### src/rtl/epfa_pkg.sv
// epfa_pkg: shared constants and types for the edge period frequency-to-angle block.
// Used by epfa_div and edge_period_frequency_to_angle. No dependencies.
package epfa_pkg;

    // Default timestamp width handed to the top level.
    localparam int TS_BITS = 32;

    // Shared divider sizing: dividend / quotient bits, divisor bits, step counter bits.
    localparam int DIV_NW = 50;
    localparam int DIV_DW = 43;
    localparam int DIV_CW = 6;

    // Configuration register indexes.
    localparam logic [1:0] CFG_CENTER_HZ     = 2'd0;
    localparam logic [1:0] CFG_HZ_PER_DEGREE = 2'd1;
    localparam logic [1:0] CFG_ANGLE_SPAN    = 2'd2;
    localparam logic [1:0] CFG_AVG_COUNT     = 2'd3;

    // Register reset values.
    localparam logic [15:0] RST_CENTER_HZ     = 16'd3000;
    localparam logic [9:0]  RST_HZ_PER_DEGREE = 10'd20;
    localparam logic [7:0]  RST_ANGLE_SPAN    = 8'd30;
    localparam logic [15:0] RST_AVG_COUNT     = 16'd1000;

    typedef struct packed {
        logic              start;
        logic [DIV_CW-1:0] steps;
    } t_div_ctl;

    typedef struct packed {
        logic busy;
        logic done;
    } t_div_sts;

endpackage

### src/rtl/edge_period_frequency_to_angle.sv
// edge_period_frequency_to_angle: averaging period meter with angle and PWM duty result.
// Accumulates edge periods; a sequencer drives the shared divider epfa_div. Uses epfa_pkg.
// An edge that does not close a window only adds to the sum and count; one that closes a window
// runs divider passes of 43, 50 and 18 steps (the last is skipped when the duty clamps, all three
// for a zero sum) before its result is loaded. Input is blocked until the result is loaded.
// Reset: synchronous active low; registers return to defaults, sum, count and last edge clear.
module edge_period_frequency_to_angle
    import epfa_pkg::*;
#(
    parameter int P_TS_BITS = TS_BITS
)
(
    input  logic              i_clk,
    input  logic              i_rst_n,
    input  logic              i_cfg_we,
    input  logic [1:0]        i_cfg_idx,
    input  logic [15:0]       i_cfg_data,
    input  logic              i_valid,
    output logic              o_ready,
    input  logic [31:0]       i_edge_time_us,
    output logic              o_valid,
    input  logic              i_ready,
    output logic [31:0]       o_freq_q8,
    output logic signed [9:0] o_angle_deg,
    output logic [10:0]       o_pwm_duty,
    output logic              o_zero_period
);

    localparam int LP_TW = (P_TS_BITS < 32) ? P_TS_BITS : 32;

    localparam logic [26:0] FREQ_K   = 27'd128000000;
    localparam logic [18:0] HALF_MHZ = 19'd500000;

    localparam logic [DIV_CW-1:0] STEPS_FQ   = DIV_CW'(43);
    localparam logic [DIV_CW-1:0] STEPS_ANG  = DIV_CW'(50);
    localparam logic [DIV_CW-1:0] STEPS_DUTY = DIV_CW'(18);

    typedef enum logic [3:0] {
        S_IDLE, S_MFQ, S_DFQ, S_WFQ, S_MA, S_MB, S_SUB, S_MC, S_RND,
        S_DANG, S_WANG, S_DUTY, S_DDUT, S_WDUT, S_PUSH
    } t_state;

    t_state r_state;

    logic [15:0]       r_center;
    logic [9:0]        r_hz;
    logic [7:0]        r_span;
    logic [15:0]       r_avg;

    logic [LP_TW-1:0]  r_last;
    logic [31:0]       r_acc;
    logic [15:0]       r_cnt;

    logic [15:0]       r_n;
    logic [31:0]       r_sum;
    logic [DIV_NW-1:0] r_a;
    logic [DIV_NW-1:0] r_b;
    logic              r_neg;
    logic signed [11:0] r_ang;

    logic [31:0]       r_res_freq;
    logic signed [9:0] r_res_angle;
    logic [10:0]       r_res_duty;
    logic              r_res_zero;

    logic              r_o_valid;
    logic [31:0]       r_o_freq;
    logic signed [9:0] r_o_angle;
    logic [10:0]       r_o_duty;
    logic              r_o_zero;

    logic [LP_TW-1:0]  w_diff;
    logic [31:0]       w_sum;
    logic [15:0]       w_cnt;
    logic              w_emit;
    logic              w_in_acc;
    logic [9:0]        w_hz_eff;
    logic [7:0]        w_span_eff;
    logic signed [11:0] w_span_s;
    logic signed [11:0] w_ang_sum;
    logic [9:0]        w_mag;
    logic [DIV_NW:0]   w_sub;

    t_div_ctl          w_div_ctl;
    t_div_sts          w_div_sts;
    logic [DIV_NW-1:0] w_quo;

    assign w_diff     = i_edge_time_us[LP_TW-1:0] - r_last;
    assign w_sum      = r_acc + 32'(w_diff);
    assign w_cnt      = r_cnt + 16'd1;
    assign w_emit     = w_cnt >= r_avg;
    assign w_in_acc   = i_valid && o_ready;
    assign w_hz_eff   = (r_hz == '0) ? 10'd1 : r_hz;
    assign w_span_eff = (r_span == '0) ? 8'd1 : r_span;
    assign w_span_s   = $signed({4'b0, w_span_eff});
    assign w_ang_sum  = r_ang + w_span_s;
    assign w_mag      = (|w_quo[DIV_NW-1:10]) ? 10'd1023 : w_quo[9:0];
    assign w_sub      = {1'b0, r_a} - {1'b0, r_b};

    always_comb begin
        w_div_ctl.start = 1'b0;
        w_div_ctl.steps = STEPS_FQ;
        case (r_state)
            S_DFQ: begin
                w_div_ctl.start = 1'b1;
                w_div_ctl.steps = STEPS_FQ;
            end
            S_DANG: begin
                w_div_ctl.start = 1'b1;
                w_div_ctl.steps = STEPS_ANG;
            end
            S_DDUT: begin
                w_div_ctl.start = 1'b1;
                w_div_ctl.steps = STEPS_DUTY;
            end
            default: begin
                w_div_ctl.start = 1'b0;
            end
        endcase
    end

    epfa_div u_div (
        .i_clk   (i_clk),
        .i_rst_n (i_rst_n),
        .i_ctl   (w_div_ctl),
        .i_num   (r_a),
        .i_den   (r_b[DIV_DW-1:0]),
        .o_sts   (w_div_sts),
        .o_quo   (w_quo)
    );

    // Configuration registers
    always_ff @(posedge i_clk) begin
        if (!i_rst_n) begin
            r_center <= RST_CENTER_HZ;
            r_hz     <= RST_HZ_PER_DEGREE;
            r_span   <= RST_ANGLE_SPAN;
            r_avg    <= RST_AVG_COUNT;
        end else if (i_cfg_we) begin
            case (i_cfg_idx)
                CFG_CENTER_HZ:     r_center <= i_cfg_data;
                CFG_HZ_PER_DEGREE: r_hz     <= i_cfg_data[9:0];
                CFG_ANGLE_SPAN:    r_span   <= i_cfg_data[7:0];
                CFG_AVG_COUNT:     r_avg    <= i_cfg_data;
                default: ;
            endcase
        end
    end

    // Sequencer and output register
    always_ff @(posedge i_clk) begin
        if (!i_rst_n) begin
            r_state   <= S_IDLE;
            r_last    <= '0;
            r_acc     <= '0;
            r_cnt     <= '0;
            r_o_valid <= 1'b0;
        end else begin
            if (r_o_valid && i_ready && r_state != S_PUSH) begin
                r_o_valid <= 1'b0;
            end
            case (r_state)
                S_IDLE: begin
                    if (w_in_acc) begin
                        r_last <= i_edge_time_us[LP_TW-1:0];
                        if (w_emit) begin
                            r_acc <= '0;
                            r_cnt <= '0;
                            r_n   <= w_cnt;
                            r_sum <= w_sum;
                            if (w_sum == '0) begin
                                r_res_zero  <= 1'b1;
                                r_res_freq  <= '0;
                                r_res_angle <= '0;
                                r_res_duty  <= '0;
                                r_state     <= S_PUSH;
                            end else begin
                                r_res_zero <= 1'b0;
                                r_state    <= S_MFQ;
                            end
                        end else begin
                            r_acc <= w_sum;
                            r_cnt <= w_cnt;
                        end
                    end
                end
                S_MFQ: begin
                    r_a     <= {43'(FREQ_K) * 43'(r_n), 7'b0};
                    r_b     <= DIV_NW'(r_sum);
                    r_state <= S_DFQ;
                end
                S_DFQ: begin
                    r_state <= S_WFQ;
                end
                S_WFQ: begin
                    if (w_div_sts.done) begin
                        r_res_freq <= (|w_quo[DIV_NW-1:32]) ? 32'hFFFF_FFFF : w_quo[31:0];
                        r_state    <= S_MA;
                    end
                end
                S_MA: begin
                    r_a     <= DIV_NW'(HALF_MHZ) * DIV_NW'(r_n);
                    r_state <= S_MB;
                end
                S_MB: begin
                    r_b     <= DIV_NW'(r_center) * DIV_NW'(r_sum);
                    r_state <= S_SUB;
                end
                S_SUB: begin
                    // magnitude and sign of the frequency offset numerator
                    r_neg   <= w_sub[DIV_NW];
                    r_a     <= w_sub[DIV_NW] ? (r_b - r_a) : w_sub[DIV_NW-1:0];
                    r_state <= S_MC;
                end
                S_MC: begin
                    r_b     <= DIV_NW'(w_hz_eff) * DIV_NW'(r_sum);
                    r_state <= S_RND;
                end
                S_RND: begin
                    // round half away: (2|num| + den) / (2 den)
                    r_a     <= {r_a[DIV_NW-2:0], 1'b0} + r_b;
                    r_b     <= {r_b[DIV_NW-2:0], 1'b0};
                    r_state <= S_DANG;
                end
                S_DANG: begin
                    r_state <= S_WANG;
                end
                S_WANG: begin
                    if (w_div_sts.done) begin
                        r_ang   <= r_neg ? -$signed({2'b0, w_mag}) : $signed({2'b0, w_mag});
                        r_state <= S_DUTY;
                    end
                end
                S_DUTY: begin
                    if (r_ang > 12'sd511) begin
                        r_res_angle <= 10'sd511;
                    end else if (r_ang < -12'sd512) begin
                        r_res_angle <= -10'sd512;
                    end else begin
                        r_res_angle <= r_ang[9:0];
                    end
                    if (r_ang >= w_span_s) begin
                        r_res_duty <= 11'd1024;
                        r_state    <= S_PUSH;
                    end else if (w_ang_sum < 12'sd0) begin
                        r_res_duty <= '0;
                        r_state    <= S_PUSH;
                    end else begin
                        r_a     <= {w_ang_sum[8:0], 9'b0, 32'b0};
                        r_b     <= DIV_NW'(w_span_eff);
                        r_state <= S_DDUT;
                    end
                end
                S_DDUT: begin
                    r_state <= S_WDUT;
                end
                S_WDUT: begin
                    if (w_div_sts.done) begin
                        r_res_duty <= w_quo[10:0];
                        r_state    <= S_PUSH;
                    end
                end
                S_PUSH: begin
                    if (!r_o_valid || i_ready) begin
                        r_o_valid <= 1'b1;
                        r_o_freq  <= r_res_freq;
                        r_o_angle <= r_res_angle;
                        r_o_duty  <= r_res_duty;
                        r_o_zero  <= r_res_zero;
                        r_state   <= S_IDLE;
                    end
                end
                default: begin
                    r_state <= S_IDLE;
                end
            endcase
        end
    end

    assign o_ready       = (r_state == S_IDLE);
    assign o_valid       = r_o_valid;
    assign o_freq_q8     = r_o_freq;
    assign o_angle_deg   = r_o_angle;
    assign o_pwm_duty    = r_o_duty;
    assign o_zero_period = r_o_zero;

endmodule

### src/rtl/epfa_div.sv
// epfa_div: iterative restoring divider, one quotient bit per cycle.
// Processes the top 'steps' bits of a left-aligned dividend. Depends on epfa_pkg.
module epfa_div
    import epfa_pkg::*;
(
    input  logic              i_clk,
    input  logic              i_rst_n,
    input  t_div_ctl          i_ctl,
    input  logic [DIV_NW-1:0] i_num,
    input  logic [DIV_DW-1:0] i_den,
    output t_div_sts          o_sts,
    output logic [DIV_NW-1:0] o_quo
);

    logic [DIV_NW-1:0] r_num;
    logic [DIV_DW-1:0] r_den;
    logic [DIV_DW-1:0] r_rem;
    logic [DIV_NW-1:0] r_quo;
    logic [DIV_CW-1:0] r_cnt;
    logic              r_busy;
    logic              r_done;

    logic [DIV_DW:0]   w_trial;
    logic [DIV_DW:0]   w_diff;
    logic              w_ge;

    assign w_trial = {r_rem, r_num[DIV_NW-1]};
    assign w_ge    = w_trial >= {1'b0, r_den};
    assign w_diff  = w_trial - {1'b0, r_den};

    always_ff @(posedge i_clk) begin
        if (!i_rst_n) begin
            r_busy <= 1'b0;
            r_done <= 1'b0;
        end else begin
            r_done <= 1'b0;
            if (i_ctl.start) begin
                r_num  <= i_num;
                r_den  <= i_den;
                r_rem  <= '0;
                r_quo  <= '0;
                r_cnt  <= i_ctl.steps;
                r_busy <= 1'b1;
            end else if (r_busy) begin
                r_num <= {r_num[DIV_NW-2:0], 1'b0};
                r_rem <= w_ge ? w_diff[DIV_DW-1:0] : w_trial[DIV_DW-1:0];
                r_quo <= {r_quo[DIV_NW-2:0], w_ge};
                r_cnt <= r_cnt - DIV_CW'(1);
                if (r_cnt == DIV_CW'(1)) begin
                    r_busy <= 1'b0;
                    r_done <= 1'b1;
                end
            end
        end
    end

    assign o_sts.busy = r_busy;
    assign o_sts.done = r_done;
    assign o_quo      = r_quo;

endmodule

### config.mk
export PLATFORM = sky130hd
export DESIGN_NAME = edge_period_frequency_to_angle
export DESIGN_NICKNAME = d
export VERILOG_FILES = /design/src/rtl/epfa_pkg.sv /design/src/rtl/edge_period_frequency_to_angle.sv /design/src/rtl/epfa_div.sv
export SDC_FILE = /design/constraint.sdc
export NUM_CORES = 2
export LEC_CHECK = 0
export BUFFER_PORTS_ARGS = -buffer_cell sky130_fd_sc_hd__buf_2
export CAP_MARGIN = 20
export CORE_MARGIN = 3
export CORE_UTILIZATION = 60
export CTS_BUF_LIST = sky130_fd_sc_hd__clkbuf_8
export DETAILED_ROUTE_END_ITERATION = 10
export PLACE_DENSITY = 0.77
export SETUP_SLACK_MARGIN = 0.3
export SLEW_MARGIN = 0
export SYNTH_ARGS = -nofsm -noshare
export SYNTH_HDL_FRONTEND = slang
export SYNTH_SLANG_ARGS = --single-unit
### constraint.sdc
create_clock -name i_clk -period 17 [get_ports i_clk]
set_input_delay 0.85 -clock i_clk [delete_from_list [all_inputs] [get_ports i_clk]]
set_output_delay 0.85 -clock i_clk [all_outputs]
set_load 0.01 [all_outputs]
==> summary.md <==
| Metric | Value |
|---|---|
| Yosys warnings | `0` |
| Endpoints failing setup | `0` |
| CP bufs+invs | `5` |
| Largest net degree at the start of global routing | `164` |
| Final net count | `8863` |
| Final Power | `6.60 mW` |
| Share of cells above drive strength 1 | `0.0581` |
| Yosys top cell by area | `fa_1` |
| Max-capacitance violation count | `0` |
| Bufs on Longest Clock Path | `3` |
| First-pass GRT wire length | `318000 um` |
| Crit path from | `r_sum[10]` |
| # hold bufs at CTS | `0` |
| Worst Path Required | `17540 ps` |
| Mapped cell area | `68200 sq um` |
| RSZ-0062 raised after global routing | `false` |
| Syn_area_per_cell | `9.00 sq um` |
| Via density | `6.08` |
| Total track usage | `0.347` |
| Final Cell Area | `72500 sq um` |
| 1st-iter DRT viols | `5007` |
| Rows | `123` |
| Initial antenna violation count | `7` |
| Cell Int Power | `3.73 mW` |
| DRC viols | `0` |
| Final TNS setup | `0 ps` |
| Clock group share of total power | `0.231` |
| Most frequent cell on the critical path | `fa_1` |
| Dpl hpwl | `153000 um` |
| Root buf cell | `clkbuf_8` |
| CP Max Fanout | `27` |
| Vias in the first global route | `56.5k` |
| Crit-path slowest cell | `edfxtp_1` |
| Pwr/cell area | `91.1 nW/um^2` |
| Placed Area | `69900 sq um` |
| Reg2reg start | `r_sum[10]` |
| Die area | `118000 sq um` |
| Port Buf Inserts | `110` |
| Post-Syn Nets | `8937` |
| Area Growth Syn to Fin | `6.23%` |
| Worst setup SP type | `register` |
| Core footprint | `113000 sq um` |
| Post-CTS sizing | `0` |
| Hold crit path type | `in -> reg` |
| TritonCTS clock tree | `built` |
| Synth unique cells | `98` |
| Synth cell count leaders | `inv_1 (1139), nand2_1 (1066), fa_1 (747)` |
| Maximum clock frequency | `0.120 GHz` |
| Tcrit/Tclk final | `0.490` |
| CP Capture Type | `register` |
| Synth Register Bits | `598` |
| Leakage | `33.7 nW` |
| H-tree level count | `3` |
| Worst skew pair latency | `870 ps` |
| CP cell instances | `nand2_1 -> fa_1 -> inv_1 -> fa_1 -> inv_1 -> fa_1 -> inv_1 -> fa_1 -> inv_1 -> fa_1 -> inv_1 -> fa_1 -> ha_1 -> a21o_1 -> or3b_2 -> a41oi_1 -> a2111oi_0 -> or3_1 -> a21oi_1 -> o311a_1 -> o31ai_1 -> o41ai_2 -> xor2_1 -> o221ai_1` |
| Pre-Repair DR Iteration Count | `6` |
| Clock transition at path regs | `70 ps` |
| Post-synth ARST share | `0` |
| CTS Buf Count | `108` |
| Die height | `343 um` |
| Final Hold Vio Count | `0` |
| Num ports | `111` |
| GPL Wtd Cong | `0.994` |
| Top delay family on crit path | `adder cells` |
| Crit path DAT | `8880 ps` |
| Initial core utilization | `0.605` |
| Crit path depth | `24` |
| Tmin final | `8340 ps` |
| Comb pwr share | `0.518` |
| Global-route congestion overflow total | `0` |
| Area fraction of the dominant cell type after synthesis | `0.219` |
| Slew Limit Fails | `0` |
| Sequential share of power | `0.251` |
| Skew final | `90.5 ps` |
| Outcome | `complete, no violations` |
| Most numerous cell in the Yosys netlist | `inv_1` |
| Rel. slew slack | `0.182` |
| Worst hold start | `i_edge_time_us[25]` |
| Hold Path Cell Cnt | `3` |
| Max incr delay on CP | `1160 ps` |
| Net Sw Power | `2.88 mW` |
| Sequential fraction of the synthesis area | `0.243` |
| Routed vias | `55.3k` |
| Post-synthesis cell count | `7575` |
| Post-synth EDFFs | `461` |
| Synth Flop Type | `edfxtp_1` |
| Crit Path Class | `reg -> reg` |
| Detail Route Antenna Nets | `0` |
| Worst slew pin tran | `1230 ps` |
| Clk sinks | `598` |
| Worst R2R Path Depth | `24` |
| Post-Route WL | `202000 um` |
| Area contributors post-synth | `fa_1 (22%), edfxtp_1 (20%), ha_1 (10%)` |
| Wirelength per Cell | `22.2 um` |
| Post-CTS setup buffer count | `0` |
| Switch share | `0.436` |
| Die width | `343 um` |
| Worst VDD drop | `95.3 uV` |
==> routing by layer <==
| metal | vias to the layer above | share of wire | track usage |
|---|---|---|---|
| met5 | - | 0.00023 | 0 |
| met4 | 6 | 0.051 | 0.153 |
| met3 | 594 | 0.093 | 0.0739 |
| met2 | 2545 | 0.46 | 0.559 |
| met1 | 27100 | 0.40 | 0.453 |
| li1 | 25000 | - | - |
==> worst paths after layout <==
path	endpoint	slack [ps]
min reg2reg	o_freq_q8[6]	400
min	r_last[25]	250
max reg2reg	r_b[40]	8660
max	r_b[40]	8660
==> registers in the layout, summed over array words and instances (netlist names), 11 cells and up <==
register / cells
r_center: 16
r_res_freq: 32
r_n: 16
r_a: 50
o_pwm_duty: 11
r_acc: 32
o_freq_q8: 32
r_b: 50
u_div.r_den: 43
r_cnt: 16
u_div.r_num: 50
u_div.o_quo: 50
r_avg: 16
r_last: 32
u_div.r_rem: 43
r_sum: 32
r_res_duty: 11
r_ang: 12
==> through the flow <==
stage | worst slack (ps) | hold slack, ps | utilization | cells
2_1_floorplan | 9790 | 400 | - | 7575
3_3_place_gp | 8900 | 401 | 0.621 | 8884
3_5_place_dp | 8770 | 405 | 0.621 | 8884
4_1_cts | 8790 | 187 | 0.642 | 9082
5_1_grt | 8130 | 215 | 0.643 | 9092
6_report | 8660 | 254 | 0.643 | 9099
==> power by group through the flow <==
stage               Combinational (mW)  Clock, mW  Sequential, mW
floorplan                         2.37          0            1.68
global placement                  3.27          0            1.69
detailed placement                3.32          0            1.69
CTS                               3.35       1.55            1.66
global route                      3.78       1.61            1.66
finish                            3.42       1.53            1.66
==> layout by cell type, fill, tap and decap left out, types with 53 or more instances in the layout <==
| cell type | n |
|---|---|
| a21boi_0 | 101 |
| a21o_1 | 159 |
| a21oi_1 | 399 |
| and2_1 | 381 |
| buf_2 | 110 |
| buf_4 | 89 |
| clkbuf_8 | 114 |
| dfxtp_1 | 136 |
| edfxtp_1 | 461 |
| fa_1 | 747 |
| ha_1 | 560 |
| inv_1 | 1161 |
| mux2i_1 | 63 |
| nand2_1 | 1065 |
| nand3_1 | 109 |
| nor2_1 | 303 |
| nor2b_1 | 64 |
| nor3_1 | 62 |
| o211ai_1 | 53 |
| o21a_1 | 76 |
| o21ai_0 | 327 |
| o21bai_1 | 54 |
| xnor2_1 | 164 |
| xor2_1 | 104 |
==> layout make-up <==
class | count | area [sq um]
multi-input cells | 5447 | 45900
fillers | 9445 | 40200
flip-flops and latches | 598 | 16600
inverters | 1140 | 4280
well taps | 1500 | 1880
clock buffers | 114 | 1570
repair buffers | 206 | 1380
clock inverters | 84 | 793
diodes | 10 | 25.0
==> tightest hold or removal path, cell delays in order <==
cell and delay, ps:
buf_2 100, nand2_1 40, a21boi_0 60
==> cell families after synthesis <==
kind of cell,Yosys count,share of synthesized area
simple gates,2257,0.156
compound gates,1537,0.147
buf+inv,1530,0.0854
fa+ha+maj,1307,0.322
flops,598,0.243
xor+xnor,268,0.0344
mux,78,0.0119
Note: power is estimated with default switching activity, not from simulation.
